File: config.mk
export PLATFORM = sky130hd
export DESIGN_NAME = prtt_div
export DESIGN_NICKNAME = d
export VERILOG_FILES = /design/src/rtl/prtt_pkg.sv /design/src/rtl/prtt_div.sv
export SDC_FILE = /design/constraint.sdc
export NUM_CORES = 1
export LEC_CHECK = 0
export BUFFER_PORTS_ARGS = -buffer_cell sky130_fd_sc_hd__buf_2
export CAP_MARGIN = 20
export CORE_ASPECT_RATIO = 0.6
export CORE_MARGIN = 4
export CORE_UTILIZATION = 25
export DETAILED_ROUTE_END_ITERATION = 7
export PLACE_DENSITY = 0.47
export SETUP_SLACK_MARGIN = 0.02
export SKIP_LAST_GASP = 1
export SYNTH_ARGS = -nofsm -noshare
export SYNTH_HDL_FRONTEND = slang
export SYNTH_SLANG_ARGS = --single-unit
File: constraint.sdc
create_clock -name i_clk -period 5.49 [get_ports i_clk]
set_input_delay 1.098 -clock i_clk [delete_from_list [all_inputs] [get_ports i_clk]]
set_output_delay 1.098 -clock i_clk [all_outputs]
set_load 0.05 [all_outputs]
File: src/rtl/prtt_pkg.sv
// Shared widths, constants, codes and status types for the PPS-referenced trigger timestamp block.
package prtt_pkg;

    localparam int FRAME_W  = 24;
    localparam int PFRAME_W = 26;
    localparam int SAMPLE_W = 12;
    localparam int REM_W    = 3;
    localparam int SEC_W    = 32;
    localparam int FTM_W    = 16;
    localparam int FREQ_W   = 27;
    localparam int ROLL_W   = 8;
    localparam int TS_W     = 64;

    // Tick count of one time and its split into two halves for the scaling multiply.
    localparam int TICK_W   = 42;
    localparam int HALF_W   = TICK_W / 2;
    localparam int NS_W     = 30;
    localparam int PROD_W   = HALF_W + NS_W;
    localparam int DVD_W    = TICK_W + NS_W;
    localparam int CNT_W    = $clog2(DVD_W);

    localparam logic [NS_W-1:0] NS_PER_S = 30'd1000000000;

    // Configuration register indexes.
    typedef enum logic [0:0] {
        CFG_FTM  = 1'b0,
        CFG_FREQ = 1'b1
    } t_cfg_idx;

    // Request kinds carried in the input user field.
    typedef enum logic [0:0] {
        MODE_PPS  = 1'b0,
        MODE_TRIG = 1'b1
    } t_mode;

    typedef struct packed {
        logic busy;
        logic done;
    } t_unit_sts;

endpackage

File: src/rtl/prtt_div.sv
// Bit-serial restoring divider: one dividend bit per cycle, low 64 quotient bits kept.
module prtt_div (
    input  logic                              i_clk,
    input  logic                              i_rst_n,
    input  logic                              i_start,
    input  logic [prtt_pkg::DVD_W-1:0]        i_dividend,
    input  logic [prtt_pkg::FREQ_W-1:0]       i_divisor,
    output prtt_pkg::t_unit_sts               o_sts,
    output logic [prtt_pkg::TS_W-1:0]         o_quotient
);

    logic                              r_busy;
    logic                              r_done;
    logic [prtt_pkg::CNT_W-1:0]        r_cnt;
    logic [prtt_pkg::DVD_W-1:0]        r_dvd;
    logic [prtt_pkg::FREQ_W-1:0]       r_div;
    logic [prtt_pkg::FREQ_W-1:0]       r_rem;
    logic [prtt_pkg::TS_W-1:0]         r_quo;

    logic [prtt_pkg::FREQ_W:0]         w_trial;
    logic [prtt_pkg::FREQ_W:0]         w_diff;
    logic                              w_ge;
    logic [prtt_pkg::FREQ_W-1:0]       n_rem;

    always_comb begin
        w_trial = {r_rem, r_dvd[prtt_pkg::DVD_W-1]};
        w_diff  = w_trial - {1'b0, r_div};
        w_ge    = (w_trial >= {1'b0, r_div});
        // The partial remainder stays below the divisor, so it fits the divisor width.
        n_rem   = w_ge ? w_diff[prtt_pkg::FREQ_W-1:0] : w_trial[prtt_pkg::FREQ_W-1:0];
    end

    always_ff @(posedge i_clk) begin
        if (!i_rst_n) begin
            r_busy <= 1'b0;
            r_done <= 1'b0;
            r_cnt  <= '0;
        end else begin
            r_done <= 1'b0;
            if (i_start) begin
                r_dvd  <= i_dividend;
                r_div  <= i_divisor;
                r_rem  <= '0;
                r_quo  <= '0;
                r_cnt  <= '0;
                r_busy <= 1'b1;
            end else if (r_busy) begin
                r_dvd <= {r_dvd[prtt_pkg::DVD_W-2:0], 1'b0};
                r_rem <= n_rem;
                r_quo <= {r_quo[prtt_pkg::TS_W-2:0], w_ge};
                r_cnt <= r_cnt + prtt_pkg::CNT_W'(1);
                if (r_cnt == prtt_pkg::CNT_W'(prtt_pkg::DVD_W - 1)) begin
                    r_busy <= 1'b0;
                    r_done <= 1'b1;
                end
            end
        end
    end

    assign o_sts.busy = r_busy;
    assign o_sts.done = r_done;
    assign o_quotient = r_quo;

endmodule

* Word level (Yosys, flattened, before mapping)
Cells that the tools add are included.
W data, S select, Z words.
** Storage, ports and cells
- Bits in registers :: 199
- Bits of input ports :: 102
- Output and inout bits :: 66
- Logic and storage cells :: 27
** Operators by class
- Add/sub/neg operators :: 2
- Magnitude comparators :: 1
- Equal/unequal tests :: 1
- Multiplexer cells :: 9
- Bitwise logic cells :: 2
- Reduce and logical (&&, ||, !) cells :: 5
** Operator list (number)
- $mux W72 :: 2
- $mux W64 :: 1
- $mux W27 :: 2
- $ge A28 B27 Y1 :: 1
- $sub A27 B27 Y27 :: 1
- $add A7 B1 Y7 const B :: 1
- $eq A7 B7 Y1 const B :: 1
- $mux W1 :: 4
- $reduce_and A2 Y1 :: 2
- $reduce_or A3 Y1 :: 1
- $not A1 Y1 :: 2
- $reduce_bool A2 Y1 :: 1
- $reduce_or A2 Y1 :: 1

* Longest topological paths before layout
- Word-level depth :: 4
- Depth in mapped cells :: 12
- Gate-level depth less buffers :: 11

* Worst setup path before layout
Ideal clock, no wire load.
- Kind :: input to register
- Start point :: input i_start
- End point :: register r_quo (netlist bit o_quotient[0]) (enable)
- Setup time :: 538 ps
- Arrival time :: 5300 ps
- Required time :: 4952 ps
- Setup slack :: -347 ps
- Stages :: 3
- Buffers on the path :: 2
- Cells stage by stage :: clkbuf_1 -> clkbuf_1 -> o21a_1
** On the way
- Longest elaborated chain between the ends :: 2
** Ends and longest elaborated chain
- from (decl) :: line prtt_div.sv:5 : input logic i_start,
- $reduce_bool A2 Y1 (no line)
- $reduce_and A2 Y1 (no line)
- to (signal assigned) :: line prtt_div.sv:50 : r_quo <= {r_quo[prtt_pkg::TS_W-2:0], w_ge};
- to (decl) :: line prtt_div.sv:18 : logic [prtt_pkg::TS_W-1:0] r_quo;
No other way between the ends.
A chain may end at the register's enable or synchronous reset.

* Final worst setup path
- Start point :: register r_dvd[71] (netlist bit)
- End point :: register r_rem[6] (netlist bit) (data pin)
** On the way
- Longest elaborated chain between the ends :: 3
- Elaborated cells between the ends (all ways) :: 4
- Those cells by class :: 1 x add/sub; 1 x order compare; 2 x mux
** Ends and longest elaborated chain
- from (decl) :: line prtt_div.sv:15 : logic [prtt_pkg::DVD_W-1:0] r_dvd;
- from (signal assigned) :: line prtt_div.sv:41 : r_dvd <= i_dividend;
- from (signal assigned) :: line prtt_div.sv:48 : r_dvd <= {r_dvd[prtt_pkg::DVD_W-2:0], 1'b0};
- $sub A27 B27 Y27 or $ge A28 B27 Y1 (tied branches) :: line prtt_div.sv:27, prtt_div.sv:28
- $mux W27 * :: line prtt_div.sv:30 : n_rem = w_ge ? w_diff[prtt_pkg::FREQ_W-1:0] : w_trial[prtt_pkg::FREQ_W-1:0];
- $mux W27 * :: line prtt_div.sv:47 : end else if (r_busy) begin
- to (signal assigned) :: line prtt_div.sv:49 : r_rem <= n_rem;
- to (decl) :: line prtt_div.sv:17 : logic [prtt_pkg::FREQ_W-1:0] r_rem;
Every way passes the cells marked *; elsewhere a longest branch is shown, timed or not. The select of a mux whose other input is x is not followed.

==> impl_results.md <==
- Post_cts resized: 0
- Largest delay contributor family on the critical path: compound AO/OA/AOI/OAI gates
- H-Tree Depth: 4
- Syn nets: 832
- Hold Fails Final Rpt: 0
- Via count: just under 6,000
- Routability congestion estimate: around 0.83
- Ranking of synthesized cells by area: edfxtp_1 60%, mux2_2 8.4%, nor2b_1 4.6%
- I/O Buffers: approximately 170
- Die X: between 200 and 300 um
- Syn avg cell area: 13.5 um2
- DR WL/cell: between 15 and 20 um
- Synth-to-Final Area Change: 20.7%
- CP Cell Sequence: inv_1 > ha_1 > fa_1 > nor2b_1 > o31a_1 > o21ai_2 > o21ai_1 > nor3_2 > o21ai_4 > buf_4 > mux2i_1 > nor2_1
- Crit path buffers/inverters: 2
- Via density: approximately 4.3
- Non-filler cells, final: roughly 1,400
- Largest net degree at the start of global routing: roughly 160
- Async S/R FF share, synth: 0
- Yosys synthesis warning count: 0
- Mapped Cells: around 700
- Post-route ant nets: 0
- Max-slew violations: 0
- Share of the synthesized area in the top cell type: 0.601
- Layout cells sized above 1: 0.340
- Total core area: approximately 37,000 um2
- Worst Max-Slew Pin Slew: ~910 ps
- CP max FO: 23
- Drt drc: 0
- CP Capture Type: flop
- Final WL: approximately 23,000 um
- Fill cell count: about 3,800
- Die ar.: approximately 41,000 um2
- Worst endpoint data arrival time: 3720 ps
- Count of final setup violators: 0
- Flop2flop setup slack: ~1900 ps
- Multi-input gate area: ~3300 um2
- Sequential fraction of the synthesis area: 0.620
- Most frequent cell after synthesis: edfxtp_1
- First-pass GRT wire length: between 30,000 and 40,000 um
- Status: completed
- CTS Hold Bufs: 0
- Maximum vdd drop: approximately 0.00022 V
- Max capacitance violation total: 0
- Worst stage delay on the critical path: 740 ps
- # placed instances: ~1,300
- Yosys reg bits: approximately 200
- FF+latch area: between 5000 and 6000 um2
- Static leakage: about 0.0044 uW
- Critical Path RT: around 5700 ps
- CTS clk-pin slew, worst paths: about 70 ps
- Post-layout nets: 987
- DR pass1 iterations: 4
- RSZ-0062 raised after global routing: no
- Vias in the first global route: roughly 5,800
- Vert. Die Dim: around 160 um
- Post-synth EDFFs: 190
- TritonCTS buffer count: 17
- TritonCTS clock tree: done
- Mapped cell area: between 9000 and 10,000 um2
- Root buffer cell: clkbuf_16
- Fin Clk Skew: 10.1 ps
- Period utilization: 0.647
- Grt ovf: 0
- Largest area contributor in the netlist: edfxtp_1
- Rel. slew slack: 0.388
- Starting Density: 0.257
- Row count: between 50 and 60
- CTS sink cnt: approximately 200
- Synth unique cells: between 60 and 70
- Kind of critical path: flop to flop
- Tightest Hold Check Type: flop to flop
- Post-synth top cells: 190 x edfxtp_1, 71 x mux2_2, 70 x nor2b_1
- Worst path slowest cell: o21ai_4
- Ports: 168
- Hpwl dp: about 17,000 um
- Total track usage: 0.113
- Final Critical Period: 3550 ps
- CP Launch Type: flop
- Power per cell area: about 340 nW/um2
- Setup TNS: 0 ps
- Commonest register cell after synthesis: edfxtp_1
- Longest Clk Path Bufs: 2
- Initial antenna violation count: 0
- Post-CTS setup-driven buffer insertion count: 0
- Iter 0 DRT Violations: ~420
- Fmax: about 280 MHz
- Clk Latency, worst-skew pair: between 400 and 500 ps
==> where the power goes <==
group	internal [uW]	total, uW	switching, uW
clock	724	1330	609
combinational	274	738	464
sequential	1790	1840	43.8
total	2790	3910	1120
==> cell families (layout without fill, tap and decap cells) <==
kind of cell    Yosys count  after routing  synth area share
mux                      88             88             0.102
buf+inv                  71            238            0.0335
xor+xnor                 23             23            0.0212
simple gates            188            188             0.105
flops                   199            199             0.620
other cells               0              1                 0
compound gates          103            103            0.0793
fa+ha+maj                29             29            0.0390
==> placed cells by master (no fill, tap or decap), types with 6 or more instances in the layout <==
master / Yosys / final
nor2b_1: 70 / 70
nand4_1: 6 / 6
edfxtp_1: 190 / 190
nand3_1: 7 / 7
buf_2: 10 / 166
nand2_1: 31 / 31
a211o_1: 6 / 6
mux2i_1: 17 / 17
xor2_1: 9 / 9
inv_1: 34 / 34
a21oi_1: 24 / 24
ha_1: 28 / 28
dfxtp_1: 9 / 9
a211oi_2: 6 / 6
or3_1: 6 / 6
xnor2_1: 14 / 14
nor2_1: 49 / 49
mux2_2: 71 / 71
clkbuf_16: 0 / 17
o21ai_0: 14 / 14
==> final timing paths <==
kind	start	end	cells past startpoint
setup / recovery	r_dvd[71]$_DFFE_PP_	r_rem[6]$_SDFFCE_PP0P_	12
hold / removal	r_cnt[6]$_SDFFE_PP0P_	r_cnt[6]$_SDFFE_PP0P_	2
setup reg to reg	r_dvd[71]$_DFFE_PP_	r_rem[6]$_SDFFCE_PP0P_	12
hold reg to reg	r_cnt[6]$_SDFFE_PP0P_	r_cnt[6]$_SDFFE_PP0P_	2
==> metal layers <==
layer | global-route usage | part of all wire | vias up
met1 | 0.174 | 0.53 | 2933
li1 | - | - | 2879
met4 | 0.0309 | 0.011 | 0
met3 | 0.0334 | 0.049 | 11
met2 | 0.152 | 0.40 | 134
met5 | 0 | 0 | -
==> worst reg2reg max path, stage by stage (launching register included) <==
cell	delay, ps
edfxtp_1	350
inv_1	50
ha_1	220
fa_1	420
nor2b_1	180
o31a_1	230
o21ai_2	120
o21ai_1	190
nor3_2	100
o21ai_4	740
buf_4	390
mux2i_1	240
nor2_1	50
==> state kept, by name, indices dropped and copies added, names as in the netlist <==
register / flops
r_div: 27
r_dvd: 72
o_quotient: 64
r_cnt: 7
r_busy: 1
r_rem: 27
r_done: 1
==> layout make-up <==
| cell class | count | area share |
|---|---|---|
| repair buffers | 173 | 0.0796 |
| inverters | 34 | 0.0111 |
| well taps | 504 | 0.0550 |
| flip-flops and latches | 199 | 0.514 |
| clock buffers | 18 | 0.0375 |
| multi-input cells | 431 | 0.288 |
| clock inverters | 13 | 0.0151 |
| diodes | 1 | 0.000218 |
==> stage by stage <==
step,hold slack (ps),cell area (um2),power [uW],utilization,setup WS [ps]
4_1_cts,504,11500,3960,0.311,1930
3_3_place_gp,470,10900,2610,0.294,2050
3_5_place_dp,492,10900,2610,0.294,1950
6_report,501,11500,3910,0.311,1940
2_1_floorplan,454,9490,2410,-,1330
5_1_grt,550,11500,4100,0.311,1720
Power figures use the tool's default switching activity.
