$ cat config.mk
export PLATFORM = sky130hd
export DESIGN_NAME = prtt_scale
export DESIGN_NICKNAME = d
export VERILOG_FILES = /design/src/rtl/prtt_pkg.sv /design/src/rtl/prtt_scale.sv
export SDC_FILE = /design/constraint.sdc
export NUM_CORES = 2
export LEC_CHECK = 0
export BUFFER_PORTS_ARGS = -buffer_cell sky130_fd_sc_hd__buf_2
export CORE_ASPECT_RATIO = 0.8
export CORE_MARGIN = 4
export CORE_UTILIZATION = 59
export CTS_CLUSTER_DIAMETER = 150
export DETAILED_ROUTE_END_ITERATION = 8
export PLACE_DENSITY = 0.78
export SKIP_CTS_REPAIR_TIMING = 1
export SLEW_MARGIN = 20
export SYNTH_ARGS = -nofsm -noshare
export SYNTH_HDL_FRONTEND = slang
export SYNTH_SLANG_ARGS = --single-unit
$ cat constraint.sdc
create_clock -name i_clk -period 6.6 [get_ports i_clk]
set_clock_uncertainty 0.05 [all_clocks]
set_input_delay 0.33 -clock i_clk [delete_from_list [all_inputs] [get_ports i_clk]]
set_output_delay 0.33 -clock i_clk [all_outputs]
set_load 0.01 [all_outputs]
$ cat src/rtl/prtt_pkg.sv
// Shared widths, constants, codes and status types for the PPS-referenced trigger timestamp block.
package prtt_pkg;

    localparam int FRAME_W  = 24;
    localparam int PFRAME_W = 26;
    localparam int SAMPLE_W = 12;
    localparam int REM_W    = 3;
    localparam int SEC_W    = 32;
    localparam int FTM_W    = 16;
    localparam int FREQ_W   = 27;
    localparam int ROLL_W   = 8;
    localparam int TS_W     = 64;

    // Tick count of one time and its split into two halves for the scaling multiply.
    localparam int TICK_W   = 42;
    localparam int HALF_W   = TICK_W / 2;
    localparam int NS_W     = 30;
    localparam int PROD_W   = HALF_W + NS_W;
    localparam int DVD_W    = TICK_W + NS_W;
    localparam int CNT_W    = $clog2(DVD_W);

    localparam logic [NS_W-1:0] NS_PER_S = 30'd1000000000;

    // Configuration register indexes.
    typedef enum logic [0:0] {
        CFG_FTM  = 1'b0,
        CFG_FREQ = 1'b1
    } t_cfg_idx;

    // Request kinds carried in the input user field.
    typedef enum logic [0:0] {
        MODE_PPS  = 1'b0,
        MODE_TRIG = 1'b1
    } t_mode;

    typedef struct packed {
        logic busy;
        logic done;
    } t_unit_sts;

endpackage

$ cat src/rtl/prtt_scale.sv
// Converts a frame, sample and remainder time into ticks times one billion in the steps ADD, LO, HI and SUM.
module prtt_scale (
    input  logic                              i_clk,
    input  logic                              i_rst_n,
    input  logic                              i_start,
    input  logic [prtt_pkg::PFRAME_W-1:0]     i_frame,
    input  logic [prtt_pkg::SAMPLE_W-1:0]     i_sample,
    input  logic [prtt_pkg::REM_W-1:0]        i_remainder,
    input  logic [prtt_pkg::FTM_W-1:0]        i_frame_ticks_minus_one,
    output prtt_pkg::t_unit_sts               o_sts,
    output logic [prtt_pkg::DVD_W-1:0]        o_dividend
);

    localparam int FT_W   = prtt_pkg::FTM_W + 1;
    localparam int MUL_W  = prtt_pkg::PFRAME_W + FT_W;
    localparam int LOW_W  = prtt_pkg::SAMPLE_W + 3;

    typedef enum logic [2:0] {
        SC_IDLE,
        SC_ADD,
        SC_LO,
        SC_HI,
        SC_SUM
    } t_stage;

    t_stage                            r_stage;
    logic                              r_done;
    logic [prtt_pkg::TICK_W-1:0]       r_prod;
    logic [LOW_W-1:0]                  r_low;
    logic [prtt_pkg::TICK_W-1:0]       r_ticks;
    logic [prtt_pkg::PROD_W-1:0]       r_plo;
    logic [prtt_pkg::PROD_W-1:0]       r_phi;
    logic [prtt_pkg::DVD_W-1:0]        r_dvd;

    logic [FT_W-1:0]                   w_ft;
    logic [MUL_W-1:0]                  w_mul;
    logic [prtt_pkg::PROD_W-1:0]       w_plo;
    logic [prtt_pkg::PROD_W-1:0]       w_phi;

    always_comb begin
        w_ft  = {1'b0, i_frame_ticks_minus_one} + FT_W'(1);
        w_mul = {{FT_W{1'b0}}, i_frame} * {{prtt_pkg::PFRAME_W{1'b0}}, w_ft};
        w_plo = {{prtt_pkg::NS_W{1'b0}}, r_ticks[prtt_pkg::HALF_W-1:0]}
              * {{prtt_pkg::HALF_W{1'b0}}, prtt_pkg::NS_PER_S};
        w_phi = {{prtt_pkg::NS_W{1'b0}}, r_ticks[prtt_pkg::TICK_W-1:prtt_pkg::HALF_W]}
              * {{prtt_pkg::HALF_W{1'b0}}, prtt_pkg::NS_PER_S};
    end

    always_ff @(posedge i_clk) begin
        if (!i_rst_n) begin
            r_stage <= SC_IDLE;
            r_done  <= 1'b0;
        end else begin
            r_done <= 1'b0;
            if (i_start) begin
                // The product stays below 2^42 for every field value.
                r_prod  <= w_mul[prtt_pkg::TICK_W-1:0];
                r_low   <= {i_sample, 3'b000} + LOW_W'(i_remainder);
                r_stage <= SC_ADD;
            end else begin
                unique case (r_stage)
                    SC_IDLE: begin
                        r_stage <= SC_IDLE;
                    end
                    SC_ADD: begin
                        r_ticks <= r_prod + prtt_pkg::TICK_W'(r_low);
                        r_stage <= SC_LO;
                    end
                    SC_LO: begin
                        r_plo   <= w_plo;
                        r_stage <= SC_HI;
                    end
                    SC_HI: begin
                        r_phi   <= w_phi;
                        r_stage <= SC_SUM;
                    end
                    SC_SUM: begin
                        r_dvd   <= {r_phi, {prtt_pkg::HALF_W{1'b0}}}
                                 + prtt_pkg::DVD_W'(r_plo);
                        r_done  <= 1'b1;
                        r_stage <= SC_IDLE;
                    end
                    default: begin
                        r_stage <= SC_IDLE;
                    end
                endcase
            end
        end
    end

    assign o_sts.busy = (r_stage != SC_IDLE);
    assign o_sts.done = r_done;
    assign o_dividend = r_dvd;

endmodule

### Word level (Yosys, flattened, before mapping)

Index checks and enable logic that the tools add are counted.

| storage, ports and cells | value |
|---|---|
| bits of input ports | 60 |
| logic and storage cells | 32 |
| register bits after elaboration | 259 |

| operators by class | value |
|---|---|
| bitwise logic cells | 2 |
| mux-type cells | 3 |
| equality and inequality tests | 4 |
| add/sub/neg operators | 4 |
| multiply operators | 3 |
| reductions and logical operators | 7 |

Operator list:

| operator | number |
|---|---|
| $mul A21 B21 Y42 const B | 2 |
| $add A72 B51 Y72 | 1 |
| $add A42 B15 Y42 | 1 |
| $mul A26 B17 Y42 | 1 |
| $add A16 B1 Y17 const B | 1 |
| $add A15 B3 Y15 | 1 |
| $reduce_and A3 Y1 | 4 |
| $pmux W3 S3 | 1 |
| $eq A3 B2 Y1 const B | 2 |
| $eq A3 B1 Y1 const B | 1 |
| $eq A3 B3 Y1 const B | 1 |
| $reduce_bool A3 Y1 | 1 |
| $mux W1 | 2 |
| $not A1 Y1 | 2 |
| $reduce_and A2 Y1 | 1 |
| $reduce_or A2 Y1 | 1 |

### Logic depth before layout (Yosys ltp)

| logic depth | value |
|---|---|
| depth in word-level cells | 3 |
| gate-level depth with buffers | 30 |
| depth with buffers taken out | 28 |

### Worst setup path before layout

OpenSTA, ideal clock, no wires.

| timing | value |
|---|---|
| path type | input -> register |
| from | in i_frame_ticks_minus_one[0] (netlist name) |
| to | reg r_prod[40] (netlist name), data pin |
| cell stages on the path | 28 |
| data required time | 6.284 ns |
| slack | -0.579 ns |
| library setup time | 0.266 ns |
| arrival time | 6.863 ns |
| buffers on the path | 2 |
| cells stage by stage | clkbuf_1 -> and3_1 -> nand3_1 -> nor2_1 -> xor2_1 -> clkbuf_1 -> nand2_1 -> fa_1 -> inv_1 -> fa_1 -> inv_1 -> fa_1 -> inv_1 -> fa_1 -> fa_1 -> inv_1 -> fa_1 -> inv_1 -> ha_1 -> a21o_1 -> a31oi_1 -> o21ai_0 -> a21o_1 -> o21ba_2 -> o221a_2 -> a41o_1 -> o41ai_1 -> xnor2_1 |

| on the way | value |
|---|---|
| word-level cells in the longest chain between the ends | 2 |

RTL lines:

| item | line | source |
|---|---|---|
| from (decl) | prtt_scale.sv:9 | `input logic [prtt_pkg::FTM_W-1:0] i_frame_ticks_minus_one,` |
| $add A16 B1 Y17 | prtt_scale.sv:41 | `w_ft = {1'b0, i_frame_ticks_minus_one} + FT_W'(1);` |
| $mul A26 B17 Y42 | prtt_scale.sv:42 | `w_mul = {{FT_W{1'b0}}, i_frame} * {{prtt_pkg::PFRAME_W{1'b0}}, w_ft};` |
| named net w_mul[40] | prtt_scale.sv:36 | `logic [MUL_W-1:0] w_mul;` |
| to (signal assigned) | prtt_scale.sv:57 | `r_prod <= w_mul[prtt_pkg::TICK_W-1:0];` |
| to (decl) | prtt_scale.sv:28 | `logic [prtt_pkg::TICK_W-1:0] r_prod;` |

The timed path passes the listed nets, and every way through them passes these cells.
A chain may end at the register's enable or synchronous reset.

### Final worst setup path

| timing | value |
|---|---|
| from | reg r_ticks[9] (netlist name) |
| to | reg r_plo[50] (netlist name), data pin |

| on the way | value |
|---|---|
| word-level cells in the longest chain between the ends | 1 |

RTL lines:

| item | line | source |
|---|---|---|
| from (decl) | prtt_scale.sv:30 | `logic [prtt_pkg::TICK_W-1:0] r_ticks;` |
| from (signal assigned) | prtt_scale.sv:66 | `r_ticks <= r_prod + prtt_pkg::TICK_W'(r_low);` |
| $mul A21 B21 Y42 | prtt_scale.sv:44 | `* {{prtt_pkg::HALF_W{1'b0}}, prtt_pkg::NS_PER_S};` |
| named net w_plo (one bit) | prtt_scale.sv:37 | `logic [prtt_pkg::PROD_W-1:0] w_plo;` |
| to (signal assigned) | prtt_scale.sv:70 | `r_plo <= w_plo;` |
| to (decl) | prtt_scale.sv:31 | `logic [prtt_pkg::PROD_W-1:0] r_plo;` |

The timed path passes the listed nets, and every way through them passes these cells.

==> results.toml <==
[run_status]
status = "complete, but fails checks"
violations = "hold timing, setup timing"

[timing]
tightest_slew_ns = 0.847
setup_viol = 4
finalCritPeriodShare = 1.04
worst_hold_slack_ns = -0.0103
relSlewSlack = 0.435
max_freq_mhz = 146
slew_viol_final = 0
setup_tns_ns = -0.556
rsz0062_at_grt = "true"
fin_crit_ns = 6.84
finalHoldViolations = 1
finalWorstSetupSlack_ns = -0.242

[synth]
synth_top_cell_by_area = "fa_1"
synth_area_sq_um = 42300
yosys_warnings = 0
yosysUniqueCellTypes = 68
synth_edf_count = 246
syn_avg_cell_area_sq_um = 10.2
yosys_most_used_dff = "edfxtp_1"
async_flop_share = 0
synthCells = 4163
synth.area.top_cells = "fa_1, edfxtp_1, ha_1, inv_1, nand2_1"
synthDominantCellAreaShare = 0.351
yosysSeqAreaShare = 0.177
ys_ff_latch = 250

[global_routing]
grt_max_degree = 64
antenna_found_initial = 0
overflow = 0
grt_pass1_wl_um = 158000
grt_pass1_vias = 31300
track_usage = 0.258

[placement]
dp_cells = 5438
hpwl_um = 80700
gp_congestion = 0.951
port_buffers = 124
post-place-ws_ns = -0.604

[setup_path]
cp-start-kind = "flip-flop"
critPathMaxFanout = 3
path_cells = "buf_6, ha_4, fa_1, fa_1, fa_1, inv_1, fa_1, inv_1, fa_1, fa_1, ha_4, and3_4, a221o_1, a21o_1, a2111o_1, o21a_2, o311a_1, a311o_1, a21oi_2, xnor2_1, buf_4"
crit_start = "r_ticks[9]"
crit_top_cell = "fa_1"
crit_slowest_cell = "fa_1"
slowest_delay_ns = 0.58
cp_data_arrival_time_ns = 7.10
critPathRequiredTime_ns = 6.86
criticalPathCategory = "reg2reg"
crit_path_end_kind = "flip-flop"
rr_startpoint = "r_ticks[9]"

[hold_path]
worstHoldStart = "i_start"
worst_hold_path_type = "in2reg"

[floorplanning]
core_sq_um = 70800
die_width_um = 307
num_rows = 87
dieHeight_um = 247
start_util = 0.598
die_area_sq_um = 76100
ios = 134

[clocking]
htreeDepth = 1
clk_pin_slew_ns = 0.06
numCtsBuffers = 26
clock_latency_ns = 0.56
cts_tree = "done"
clock_path_buffers = 3
cts_root_buffer = "clkbuf_16"
clkSinkCount = 250

[cells_and_area]
multi_input_comb_area_sq_um = 31300
nFillCells = 5164
final_common_cell = "inv_1"
area_growth_pct = 14.2
final-seq-area_sq_um = 7470
final_cell_mix = "inv_1, fa_1, ha_1"
drive_above_1_share = 0.136
final_cells = 5526
antennaDiodeCount = 0
nets = 5946

[routing]
vias = 29400
drt_iter0_drc = 1867
wl_per_cell_um = 17.3
firstDrtPassIters = 7
drc = 0
drt-total-wl_um = 95600
viasPerCell = 5.32
ant_nets = 0

[job]
cap_violations = 0
worst paths after layout:
check        cells after the start            end  slack (ns)
max                             21      r_plo[50]       -0.24
min                              3     r_stage[0]       -0.01
max reg2reg                     21      r_plo[50]       -0.24
min reg2reg                      0  o_dividend[9]        0.37
cells in the mapped netlist, types with 17 or more instances:
cell / n
inv_1: 1053
nand4_1: 28
o21bai_1: 22
a21o_1: 54
nand2_1: 354
o21a_1: 25
xnor2_1: 151
and3_1: 22
nor2b_1: 17
and2_1: 147
o21ai_0: 68
fa_1: 742
nand2b_1: 43
edfxtp_1: 246
nor2_1: 111
nand3_1: 52
nor3_1: 29
xor2_1: 56
clkbuf_1: 86
a21oi_1: 118
ha_1: 570
final cells by class:
cell class | count | share of cell area
Clock buffer | 28 | 0.0141
Clock inverter | 18 | 0.00570
Inverter | 1053 | 0.0818
Tap cell | 934 | 0.0242
Multi-Input combinational cell | 2771 | 0.648
Timing Repair Buffer | 472 | 0.0718
Sequential cell | 250 | 0.155
critical path, delay by kind of cell, from the launching register on:
| family | cells | cell delay [ns] |
|---|---|---|
| compound gates | 7 | 1.93 |
| simple gates | 1 | 0.17 |
| flops | 1 | 0.45 |
| buf+inv | 4 | 0.42 |
| xor+xnor | 1 | 0.08 |
| fa+ha+maj | 8 | 3.50 |
kinds of logic (layout without fill, tap and decap cells):
logic type                 after synthesis  count (layout)  share of synthesized area
and+or+nand+nor                        853             853                     0.0973
other                                    1               9                  0.0000887
buffers and inverters                 1151            1571                      0.103
muxes                                    1               1                   0.000237
xor gates and xnor gates               207             208                     0.0429
AOI/OAI and AO/OA                      388             388                     0.0596
adders and majority gates             1312            1312                      0.520
DFF                                    250             250                      0.177
per-layer routing:
layer  routed length, um  GRT usage  vias to the layer above
met5                   0          0                        -
met4                2060     0.0548                        0
met3                8530     0.0601                      137
met2               43500      0.415                     1023
met1               41500      0.362                    14400
li1                    -          -                    13800
sequential cells by signal, indices dropped and copies added (netlist names):
register / cells
o_dividend: 63
r_phi: 42
r_plo: 42
r_prod: 42
r_ticks: 42
r_low: 15
r_stage: 3
r_done: 1
stage by stage:
| stage | hold slack, ns | cell area (sq um) | util |
|---|---|---|---|
| 2_1_floorplan | 0.350 | 42800 | - |
| 3_3_place_gp | 0.352 | 46500 | 0.657 |
| 3_5_place_dp | 0.355 | 46500 | 0.657 |
| 4_1_cts | -0.146 | 47400 | 0.670 |
| 5_1_grt | 0.0186 | 48300 | 0.683 |
| 6_report | -0.0103 | 48300 | 0.683 |
Power is left out: the tool's default activity adds up to more than one toggle a clock period on the data nets, which glitch-free logic cannot reach.
